===== src/sv/vpa_pkg.sv =====
// Shared types and constants for the variable partition allocator.
// No dependencies; imported by vpa_ram users and the top level.
package vpa_pkg;

    localparam int MAX_ENTRIES = 64;
    localparam int TOTAL_UNITS = 1024;
    localparam int AW = $clog2(MAX_ENTRIES);
    localparam int CW = $clog2(MAX_ENTRIES + 1);
    localparam int XW = CW + 1;

    typedef enum logic [1:0] {
        CMD_FIRST = 2'd0,
        CMD_BEST  = 2'd1,
        CMD_WORST = 2'd2,
        CMD_FREE  = 2'd3
    } t_cmd;

    typedef enum logic [1:0] {
        STS_OK       = 2'd0,
        STS_NOFIT    = 2'd1,
        STS_FULL     = 2'd2,
        STS_NOTFOUND = 2'd3
    } t_status;

    typedef struct packed {
        logic [15:0] id;
        logic [9:0]  start;
        logic [10:0] size;
        logic        used;
    } t_entry;

    typedef enum logic [8:0] {
        ST_INIT   = 9'b000000001,
        ST_IDLE   = 9'b000000010,
        ST_SCAN   = 9'b000000100,
        ST_DECIDE = 9'b000001000,
        ST_UP     = 9'b000010000,
        ST_SPLIT  = 9'b000100000,
        ST_FNEXT  = 9'b001000000,
        ST_DOWN   = 9'b010000000,
        ST_DONE   = 9'b100000000
    } t_state;

endpackage


===== src/sv/variable_partition_allocator_top.sv =====
// Variable partition allocator: ordered region table in one RAM.
// Each command scans the region table entry by entry before its result beat; a split
// also shifts the table entries above the chosen one up by one place.
// One command at a time; a waiting result beat stalls the input, and the single
// RAM read port (one entry a cycle) sets the rate.
// Reset: synchronous; the first cycle after reset writes the initial free region.
module variable_partition_allocator_top
    import vpa_pkg::*;
(
    input  logic        i_clk,
    input  logic        i_rst_n,
    input  logic        i_in_valid,
    output logic        o_in_stall,
    input  logic [1:0]  i_command,
    input  logic [10:0] i_request_size,
    input  logic [15:0] i_free_id,
    output logic        o_out_valid,
    input  logic        i_out_stall,
    output logic [1:0]  o_status,
    output logic [15:0] o_granted_id,
    output logic [9:0]  o_granted_start
);

    t_state      r_state;
    logic [CW-1:0] r_count;
    logic [15:0] r_idc;
    t_cmd        r_cmd;
    logic [10:0] r_req;
    logic [15:0] r_fid;
    logic [AW-1:0] r_idx;
    logic        r_have;
    logic [AW-1:0] r_pick;
    logic [10:0] r_psize;
    logic [9:0]  r_pstart;
    t_entry      r_prev;
    t_entry      r_cur;
    logic [XW-1:0] r_j;
    logic [1:0]  r_k;
    t_status     r_ost;
    logic [15:0] r_oid;
    logic [9:0]  r_ostart;
    logic        r_ov;

    logic          we;
    logic [AW-1:0] waddr;
    logic [AW-1:0] raddr;
    t_entry        wdata;
    t_entry        q;

    vpa_ram #(
        .WIDTH ($bits(t_entry)),
        .DEPTH (MAX_ENTRIES)
    ) u_ram (
        .i_clk   (i_clk),
        .i_we    (we),
        .i_waddr (waddr),
        .i_wdata (wdata),
        .i_raddr (raddr),
        .o_rdata (q)
    );

    logic          accept;
    logic          scan_last;
    logic          fits;
    logic          better;
    logic          match;
    logic          split;
    logic          nxt_free;
    logic          prv_free;
    logic [XW-1:0] fi_x;
    logic [XW-1:0] cnt_x;
    logic [XW-1:0] pick_x;
    logic [XW-1:0] src;

    assign accept    = i_in_valid && !o_in_stall;
    assign o_in_stall = (r_state != ST_IDLE) || r_ov;
    assign cnt_x     = XW'(r_count);
    assign fi_x      = XW'(r_idx);
    assign pick_x    = XW'(r_pick);
    assign scan_last = (fi_x + XW'(1) >= cnt_x);
    assign fits      = !q.used && (q.size >= r_req);
    assign better    = (r_cmd == CMD_BEST && q.size < r_psize) ||
                       (r_cmd == CMD_WORST && q.size > r_psize);
    assign match     = q.used && (q.id == r_fid);
    assign split     = r_psize > r_req;
    assign nxt_free  = (fi_x + XW'(1) < cnt_x) && !q.used;
    assign prv_free  = (r_idx != '0) && !r_prev.used;
    assign src       = (nxt_free) ? fi_x + XW'(2) : fi_x + XW'(1);

    // RAM port control
    always_comb begin
        we    = 1'b0;
        waddr = '0;
        wdata = '0;
        raddr = AW'(r_idx + AW'(1));
        case (r_state)
            ST_INIT: begin
                we    = 1'b1;
                wdata = '{id: 16'd1, start: 10'd0, size: 11'(TOTAL_UNITS), used: 1'b0};
            end
            ST_IDLE: begin
                raddr = '0;
            end
            ST_DECIDE: begin
                raddr = AW'(cnt_x - XW'(1));
                if (r_have && !(split && r_count >= CW'(MAX_ENTRIES))) begin
                    we    = 1'b1;
                    waddr = r_pick;
                    wdata = '{id: r_idc, start: r_pstart, size: r_req, used: 1'b1};
                end
            end
            ST_UP: begin
                we    = 1'b1;
                waddr = AW'(r_j + XW'(1));
                wdata = q;
                raddr = AW'(r_j - XW'(1));
            end
            ST_SPLIT: begin
                we    = 1'b1;
                waddr = AW'(pick_x + XW'(1));
                wdata = '{id: r_idc, start: 10'(r_pstart + r_req[9:0]),
                          size: 11'(r_psize - r_req), used: 1'b0};
            end
            ST_FNEXT: begin
                we    = 1'b1;
                raddr = AW'(src);
                if (prv_free) begin
                    waddr = AW'(fi_x - XW'(1));
                    wdata = r_prev;
                    wdata.size = nxt_free ? 11'(r_prev.size + r_cur.size + q.size)
                                          : 11'(r_prev.size + r_cur.size);
                end else begin
                    waddr = r_idx;
                    wdata = r_cur;
                    wdata.used = 1'b0;
                    if (nxt_free) begin
                        wdata.size = 11'(r_cur.size + q.size);
                    end
                end
            end
            ST_DOWN: begin
                we    = 1'b1;
                waddr = AW'(r_j - XW'(r_k));
                wdata = q;
                raddr = AW'(r_j + XW'(1));
            end
            default: begin
            end
        endcase
    end

    always_ff @(posedge i_clk) begin
        if (!i_rst_n) begin
            r_state <= ST_INIT;
            r_count <= CW'(1);
            r_idc   <= 16'd2;
            r_ov    <= 1'b0;
        end else begin
            if (r_ov && !i_out_stall) begin
                r_ov <= 1'b0;
            end
            case (r_state)
                ST_INIT: begin
                    r_state <= ST_IDLE;
                end
                ST_IDLE: begin
                    if (accept) begin
                        r_cmd   <= t_cmd'(i_command);
                        r_req   <= i_request_size;
                        r_fid   <= i_free_id;
                        r_idx   <= '0;
                        r_have  <= 1'b0;
                        r_psize <= '0;
                        r_state <= ST_SCAN;
                    end
                end
                ST_SCAN: begin
                    if (r_cmd == CMD_FREE) begin
                        if (match) begin
                            // hold the index on the matching entry
                            r_cur   <= q;
                            r_state <= ST_FNEXT;
                        end else begin
                            r_idx  <= AW'(r_idx + AW'(1));
                            r_prev <= q;
                            if (scan_last) begin
                                r_ost    <= STS_NOTFOUND;
                                r_oid    <= '0;
                                r_ostart <= '0;
                                r_state  <= ST_DONE;
                            end
                        end
                    end else begin
                        r_idx <= AW'(r_idx + AW'(1));
                        if (fits && (!r_have || better)) begin
                            r_have   <= 1'b1;
                            r_pick   <= r_idx;
                            r_psize  <= q.size;
                            r_pstart <= q.start;
                        end
                        // first fit stops at the first candidate
                        if (scan_last || (fits && !r_have && r_cmd == CMD_FIRST)) begin
                            r_state <= ST_DECIDE;
                        end
                    end
                end
                ST_DECIDE: begin
                    r_oid    <= '0;
                    r_ostart <= '0;
                    if (!r_have) begin
                        r_ost   <= STS_NOFIT;
                        r_state <= ST_DONE;
                    end else if (split && r_count >= CW'(MAX_ENTRIES)) begin
                        r_ost   <= STS_FULL;
                        r_state <= ST_DONE;
                    end else begin
                        r_ost    <= STS_OK;
                        r_oid    <= r_idc;
                        r_ostart <= r_pstart;
                        r_idc    <= r_idc + 16'd1;
                        if (!split) begin
                            r_state <= ST_DONE;
                        end else if (pick_x + XW'(1) < cnt_x) begin
                            r_j     <= cnt_x - XW'(1);
                            r_state <= ST_UP;
                        end else begin
                            r_state <= ST_SPLIT;
                        end
                    end
                end
                ST_UP: begin
                    if (r_j > pick_x + XW'(1)) begin
                        r_j <= r_j - XW'(1);
                    end else begin
                        r_state <= ST_SPLIT;
                    end
                end
                ST_SPLIT: begin
                    r_idc   <= r_idc + 16'd1;
                    r_count <= CW'(r_count + CW'(1));
                    r_state <= ST_DONE;
                end
                ST_FNEXT: begin
                    r_ost    <= STS_OK;
                    r_oid    <= '0;
                    r_ostart <= '0;
                    r_k      <= (prv_free && nxt_free) ? 2'd2 :
                                (prv_free || nxt_free) ? 2'd1 : 2'd0;
                    r_j      <= src;
                    if (!prv_free && !nxt_free) begin
                        r_state <= ST_DONE;
                    end else if (src < cnt_x) begin
                        r_state <= ST_DOWN;
                    end else begin
                        r_count <= CW'(cnt_x - ((prv_free && nxt_free) ? XW'(2) : XW'(1)));
                        r_state <= ST_DONE;
                    end
                end
                ST_DOWN: begin
                    if (r_j + XW'(1) < cnt_x) begin
                        r_j <= r_j + XW'(1);
                    end else begin
                        r_count <= CW'(cnt_x - XW'(r_k));
                        r_state <= ST_DONE;
                    end
                end
                ST_DONE: begin
                    // the output register is empty here: the input stalls while a beat waits
                    r_ov    <= 1'b1;
                    r_state <= ST_IDLE;
                end
                default: begin
                    r_state <= ST_IDLE;
                end
            endcase
        end
    end

    assign o_out_valid     = r_ov;
    assign o_status        = r_ost;
    assign o_granted_id    = r_oid;
    assign o_granted_start = r_ostart;

`ifndef SYNTHESIS
    a_count_range: assert property (@(posedge i_clk) disable iff (!i_rst_n)
        (r_count != '0) && (r_count <= CW'(MAX_ENTRIES)))
        else $error("table count out of range");

    a_full_only_at_max: assert property (@(posedge i_clk) disable iff (!i_rst_n)
        (r_state == ST_DONE && r_ost == STS_FULL) |-> (r_count == CW'(MAX_ENTRIES)))
        else $error("table full reported below capacity");

    a_split_has_room: assert property (@(posedge i_clk) disable iff (!i_rst_n)
        (r_state == ST_UP || r_state == ST_SPLIT) |-> (r_count < CW'(MAX_ENTRIES)))
        else $error("split started with a full table");
`endif

endmodule


===== src/sv/vpa_ram.sv =====
// Generic simple dual-port RAM: one write port, one registered read port.
// Read returns the old contents on a same-address write. No dependencies.
module vpa_ram #(
    parameter int WIDTH = 8,
    parameter int DEPTH = 16
) (
    input  logic                     i_clk,
    input  logic                     i_we,
    input  logic [$clog2(DEPTH)-1:0] i_waddr,
    input  logic [WIDTH-1:0]         i_wdata,
    input  logic [$clog2(DEPTH)-1:0] i_raddr,
    output logic [WIDTH-1:0]         o_rdata
);

    logic [WIDTH-1:0] r_mem [DEPTH];
    logic [WIDTH-1:0] r_q;

    always_ff @(posedge i_clk) begin
        if (i_we) begin
            r_mem[i_waddr] <= i_wdata;
        end
        r_q <= r_mem[i_raddr];
    end

    assign o_rdata = r_q;

endmodule

===== config.mk =====
export PLATFORM = sky130hd
export DESIGN_NAME = variable_partition_allocator_top
export DESIGN_NICKNAME = d
export VERILOG_FILES = /design/src/sv/vpa_pkg.sv /design/src/sv/variable_partition_allocator_top.sv /design/src/sv/vpa_ram.sv
export SDC_FILE = /design/constraint.sdc
export NUM_CORES = 2
export LEC_CHECK = 0
export ABC_AREA = 0
export BUFFER_PORTS_ARGS = -buffer_cell sky130_fd_sc_hd__buf_2
export CAP_MARGIN = 0
export CORE_UTILIZATION = 45
export DETAILED_ROUTE_END_ITERATION = 8
export PLACE_DENSITY = 0.64
export SYNTH_ARGS = -nofsm -noshare
export SYNTH_HDL_FRONTEND = slang
export SYNTH_SLANG_ARGS = --single-unit

===== constraint.sdc =====
create_clock -name i_clk -period 7.32 [get_ports i_clk]
set_input_delay 0.366 -clock i_clk [delete_from_list [all_inputs] [get_ports i_clk]]
set_output_delay 0.366 -clock i_clk [all_outputs]
set_load 0.01 [all_outputs]

==> flow_summary.html <==
<table>
<tr><th>Metric</th><th>Value</th></tr>
<tr><th colspan="2">Critical path</th></tr>
<tr><td>Worst setup SP type</td><td>flop</td></tr>
<tr><td>Critical path's most frequent cell</td><td>sky130_fd_sc_hd__a31oi_1</td></tr>
<tr><td>Critical path buffers and inverters</td><td>3</td></tr>
<tr><td>Required time at the endpoint of the critical path</td><td>8.10 ns</td></tr>
<tr><td>Slowest stage cell on the critical path</td><td>sky130_fd_sc_hd__o41ai_4</td></tr>
<tr><td>Kind of cell adding the most delay to the critical path</td><td>compound AO/OA/AOI/OAI gates</td></tr>
<tr><td>Worst Setup End Kind</td><td>flop</td></tr>
<tr><td>Data arrival at the endpoint of the critical path</td><td>7.03 ns</td></tr>
<tr><td>Crit path largest cell delay</td><td>0.83 ns</td></tr>
<tr><td>Critical Path, Cell by Cell</td><td>ha_1 -&gt; nand3_1 -&gt; nor2_1 -&gt; ha_1 -&gt; a21oi_1 -&gt; a31oi_1 -&gt; a41oi_1 -&gt; a31oi_1 -&gt; o41ai_4 -&gt; buf_8 -&gt; buf_12 -&gt; mux4_2 -&gt; a22oi_1 -&gt; a31oi_1 -&gt; buf_4 -&gt; or4_1</td></tr>
<tr><td>Class of the most critical setup path</td><td>flop to flop</td></tr>
<tr><td>Setup slack, reg-to-reg</td><td>1.07 ns</td></tr>
<tr><td>Top fanout value on the critical path</td><td>82</td></tr>
<tr><th colspan="2">Clocking</th></tr>
<tr><td>Number of setup buffers added after CTS</td><td>0</td></tr>
<tr><td>CTS hold repair buffers</td><td>32</td></tr>
<tr><td>Source-to-sink clock delay at the later pin of the worst-skew pair</td><td>0.94 ns</td></tr>
<tr><td>Clock tree from TritonCTS</td><td>done</td></tr>
<tr><td>Number of CTS-inserted buffers</td><td>283</td></tr>
<tr><td>Root cell of the clock tree</td><td>sky130_fd_sc_hd__clkbuf_16</td></tr>
<tr><td>CTS Sinks</td><td>2679</td></tr>
<tr><td>Clock buffer depth</td><td>4</td></tr>
<tr><td>H-tree depth reported by CTS</td><td>5</td></tr>
<tr><td>CTS-repair resized insts</td><td>0</td></tr>
<tr><td>Worst-path clk slew</td><td>0.06 ns</td></tr>
<tr><th colspan="2">STA</th></tr>
<tr><td>Post-layout worst setup margin</td><td>1.07 ns</td></tr>
<tr><td>Fin crit share</td><td>85.4%</td></tr>
<tr><td>Final hold vios</td><td>0</td></tr>
<tr><td>Upper clock frequency limit</td><td>0.160 GHz</td></tr>
<tr><td>Worst Max-Slew Pin Slew</td><td>1.27 ns</td></tr>
<tr><td>Number of setup violations in the final report</td><td>0</td></tr>
<tr><td>Min Tclk post-route</td><td>6.25 ns</td></tr>
<tr><td>Setup repair after global routing missed its margin</td><td>no</td></tr>
<tr><td>Worst clock skew on the final layout</td><td>0.0410 ns</td></tr>
<tr><td>Setup TNS</td><td>0 ns</td></tr>
<tr><td>Number of max-slew violations in the final report</td><td>0</td></tr>
<tr><td>Worst slew margin relative to its limit</td><td>12.9%</td></tr>
<tr><th colspan="2">Placement</th></tr>
<tr><td>Post-Place Worst Slack</td><td>1.27 ns</td></tr>
<tr><td>Placer's final routability congestion estimate</td><td>0.871</td></tr>
<tr><td>Count of input and output buffers</td><td>62</td></tr>
<tr><td>Half-perimeter wire length after detailed placement</td><td>169000 um</td></tr>
<tr><th colspan="2">Logic synthesis</th></tr>
<tr><td>Mapped Area</td><td>0.109 sq mm</td></tr>
<tr><td>Async set-reset flop share out of synthesis</td><td>0%</td></tr>
<tr><td>Synthesis Warnings</td><td>0</td></tr>
<tr><td>Yosys reg bits</td><td>2679</td></tr>
<tr><td>Gate Count Post-Synth</td><td>6083</td></tr>
<tr><td>Sequential cell area fraction in the yosys report</td><td>73.5%</td></tr>
<tr><td>Synth top area cells</td><td>sky130_fd_sc_hd__edfxtp_1 72%, sky130_fd_sc_hd__mux4_2 6.2%, sky130_fd_sc_hd__mux2_2 3.3%</td></tr>
<tr><td>Syn nets</td><td>6246</td></tr>
<tr><td>Post-synth EDFFs</td><td>2608</td></tr>
<tr><td>Yosys cell types</td><td>76</td></tr>
<tr><td>Area leader, netlist</td><td>sky130_fd_sc_hd__edfxtp_1</td></tr>
<tr><td>Ys flop type</td><td>sky130_fd_sc_hd__edfxtp_1</td></tr>
<tr><td>Post-Synthesis Mean Instance Area</td><td>17.8 sq um</td></tr>
<tr><td>Yosys top cell area share</td><td>72.2%</td></tr>
<tr><th colspan="2">Final layout</th></tr>
<tr><td>Final-layout fill cell count</td><td>18.9k</td></tr>
<tr><td>Growth of design area from synthesis to finish</td><td>13.7%</td></tr>
<tr><td>Multi-input combinational cell area</td><td>0.0274 sq mm</td></tr>
<tr><td>Proportion of layout cells with a drive suffix above 1</td><td>21.7%</td></tr>
<tr><td>Post-Route Utilization</td><td>51.7%</td></tr>
<tr><td>Most common cell after layout, fill and taps aside</td><td>sky130_fd_sc_hd__edfxtp_1</td></tr>
<tr><td>Area used by sequential logic in the layout</td><td>0.0797 sq mm</td></tr>
<tr><td>Fin nets</td><td>6519</td></tr>
<tr><td>Leading cell types in the layout, fill and taps excluded</td><td>2608 x sky130_fd_sc_hd__edfxtp_1, 431 x sky130_fd_sc_hd__nand2_1, 331 x sky130_fd_sc_hd__mux2i_1</td></tr>
<tr><th colspan="2">Power and ir drop</th></tr>
<tr><td>Peak supply drop</td><td>0.280 mV</td></tr>
<tr><td>Overall power consumption</td><td>32.5 mW</td></tr>
<tr><td>Leakage power</td><td>37.9 nW</td></tr>
<tr><td>Total power per unit cell area</td><td>263 mW/mm^2</td></tr>
<tr><th colspan="2">Global route</th></tr>
<tr><td>Final global-route overflow total</td><td>0</td></tr>
<tr><td>First-pass GRT wire length</td><td>418000 um</td></tr>
<tr><td>Pin count of the biggest net entering global routing</td><td>99</td></tr>
<tr><td>Global-route usage over all layers</td><td>23.8%</td></tr>
<tr><td>Vias in the first global route</td><td>58.2k</td></tr>
<tr><td>Initial antenna violation count</td><td>21</td></tr>
<tr><th colspan="2">Routing</th></tr>
<tr><td>Final wirelength</td><td>292000 um</td></tr>
<tr><td>Post-detailed-route via-to-cell ratio</td><td>6.11</td></tr>
<tr><td>DR iter-0 viols</td><td>7103</td></tr>
<tr><td>Drt pass-1 iters</td><td>6</td></tr>
<tr><td>Antenna viol nets, final</td><td>0</td></tr>
<tr><td>Total number of vias</td><td>59.4k</td></tr>
<tr><td>WL per Instance</td><td>30.1 um</td></tr>
<tr><td>Post-route DRC violation count</td><td>0</td></tr>
<tr><th colspan="2">Run</th></tr>
<tr><td>Maximum Capacitance Violations</td><td>0</td></tr>
<tr><th colspan="2">Floorplan</th></tr>
<tr><td>Boundary Pins</td><td>63</td></tr>
<tr><td>Core area</td><td>0.239 sq mm</td></tr>
<tr><td>Starting Density</td><td>45.5%</td></tr>
<tr><td>Vertical die dimension</td><td>493 um</td></tr>
<tr><td>Width of the die</td><td>493 um</td></tr>
<tr><td>Die footprint</td><td>0.243 sq mm</td></tr>
<tr><td>Std cell rows</td><td>179</td></tr>
<tr><th colspan="2">Min path</th></tr>
<tr><td>Min-delay worst type</td><td>primary input to flop</td></tr>
<tr><th colspan="2">Outcome</th></tr>
<tr><td>Outcome</td><td>finished, final reports clean</td></tr>
</table>
layout make-up:
class                   instances  share of cell area, %
clock buffers                 365                   6.26
flip-flops and latches       2679                   64.6
well taps                    3167                   3.21
diodes                          2                0.00405
inverters                      90                  0.274
clock inverters               117                  0.888
repair buffers                336                   2.56
multi-input cells            2966                   22.2
power breakdown:
part / internal [mW] / switching (mW)
clock network: 8.15 / 5.70
logic: 0.710 / 1.09
registers: 16.7 / 0.174
synth_stat cells, types with 71 or more instances:
master and number:
sky130_fd_sc_hd__a21oi_1 86, sky130_fd_sc_hd__a22oi_1 153, sky130_fd_sc_hd__a31oi_1 160, sky130_fd_sc_hd__buf_2 98, sky130_fd_sc_hd__clkbuf_1 181, sky130_fd_sc_hd__dfxtp_1 71, sky130_fd_sc_hd__edfxtp_1 2608, sky130_fd_sc_hd__ha_1 123
sky130_fd_sc_hd__inv_1 89, sky130_fd_sc_hd__mux2_2 316, sky130_fd_sc_hd__mux2i_1 331, sky130_fd_sc_hd__mux4_2 301, sky130_fd_sc_hd__nand2_1 439, sky130_fd_sc_hd__nor2_1 160, sky130_fd_sc_hd__o211ai_1 327
kinds of logic (layout without fill, tap and decap cells):
group                      after synthesis  in the layout  share of synthesized area [%]
muxes                                  948            948                           12.6
other                                    0              2                              0
DFF                                   2679           2679                           73.5
and+or+nand+nor                        831            831                           3.47
xor gates and xnor gates               110            110                          0.888
AOI/OAI and AO/OA                      947            947                           6.15
adders and majority gates              130            130                           1.55
buffers and inverters                  438            908                           1.90
metal layers:
metal	global-route usage (%)	vias up	routed length (um)
li1	-	25100	-
met1	33.8	31100	122000
met2	38.0	2786	139000
met3	4.03	409	24100
met4	6.54	10	7110
met5	0	-	68
path summary, 6_finish.rpt:
check / end / startpoint / depth (start not counted)
worst max-delay path: u_ram.o_rdata[13]$_DFF_P_ / r_idx[0]$_SDFFCE_PN0P_ / 16
worst min-delay path: r_req[7]$_DFFE_PP_ / i_request_size[7] / 2
worst max register to register: u_ram.o_rdata[13]$_DFF_P_ / r_idx[0]$_SDFFCE_PN0P_ / 16
worst min register to register: r_count[4]$_SDFFE_PN0P_ / r_count[4]$_SDFFE_PN0P_ / 2
metrics by stage:
stage / area, sq um / std cells / hold WS (ns)
after global routing: 123000 / 9721 / 0.135
after global placement: 114000 / 9205 / 0.545
after CTS: 123000 / 9720 / 0.0868
after floorplan: 109000 / 6083 / 0.424
final: 123000 / 9722 / 0.141
after detailed placement: 114000 / 9206 / 0.544
flip-flops by register name, indices dropped and copies added (netlist names):
register / cells
o_granted_id: 16
o_granted_start: 10
o_out_valid: 1
o_status: 2
r_cmd: 2
r_count: 7
r_cur: 37
r_fid: 16
r_have: 1
r_idc: 16
r_idx: 6
r_j: 8
r_k: 2
r_pick: 6
r_prev: 38
r_psize: 11
r_pstart: 10
r_req: 11
r_state: 9
u_ram.o_rdata: 38
u_ram.r_mem: 2432
Note: power is estimated with default switching activity, not from simulation.
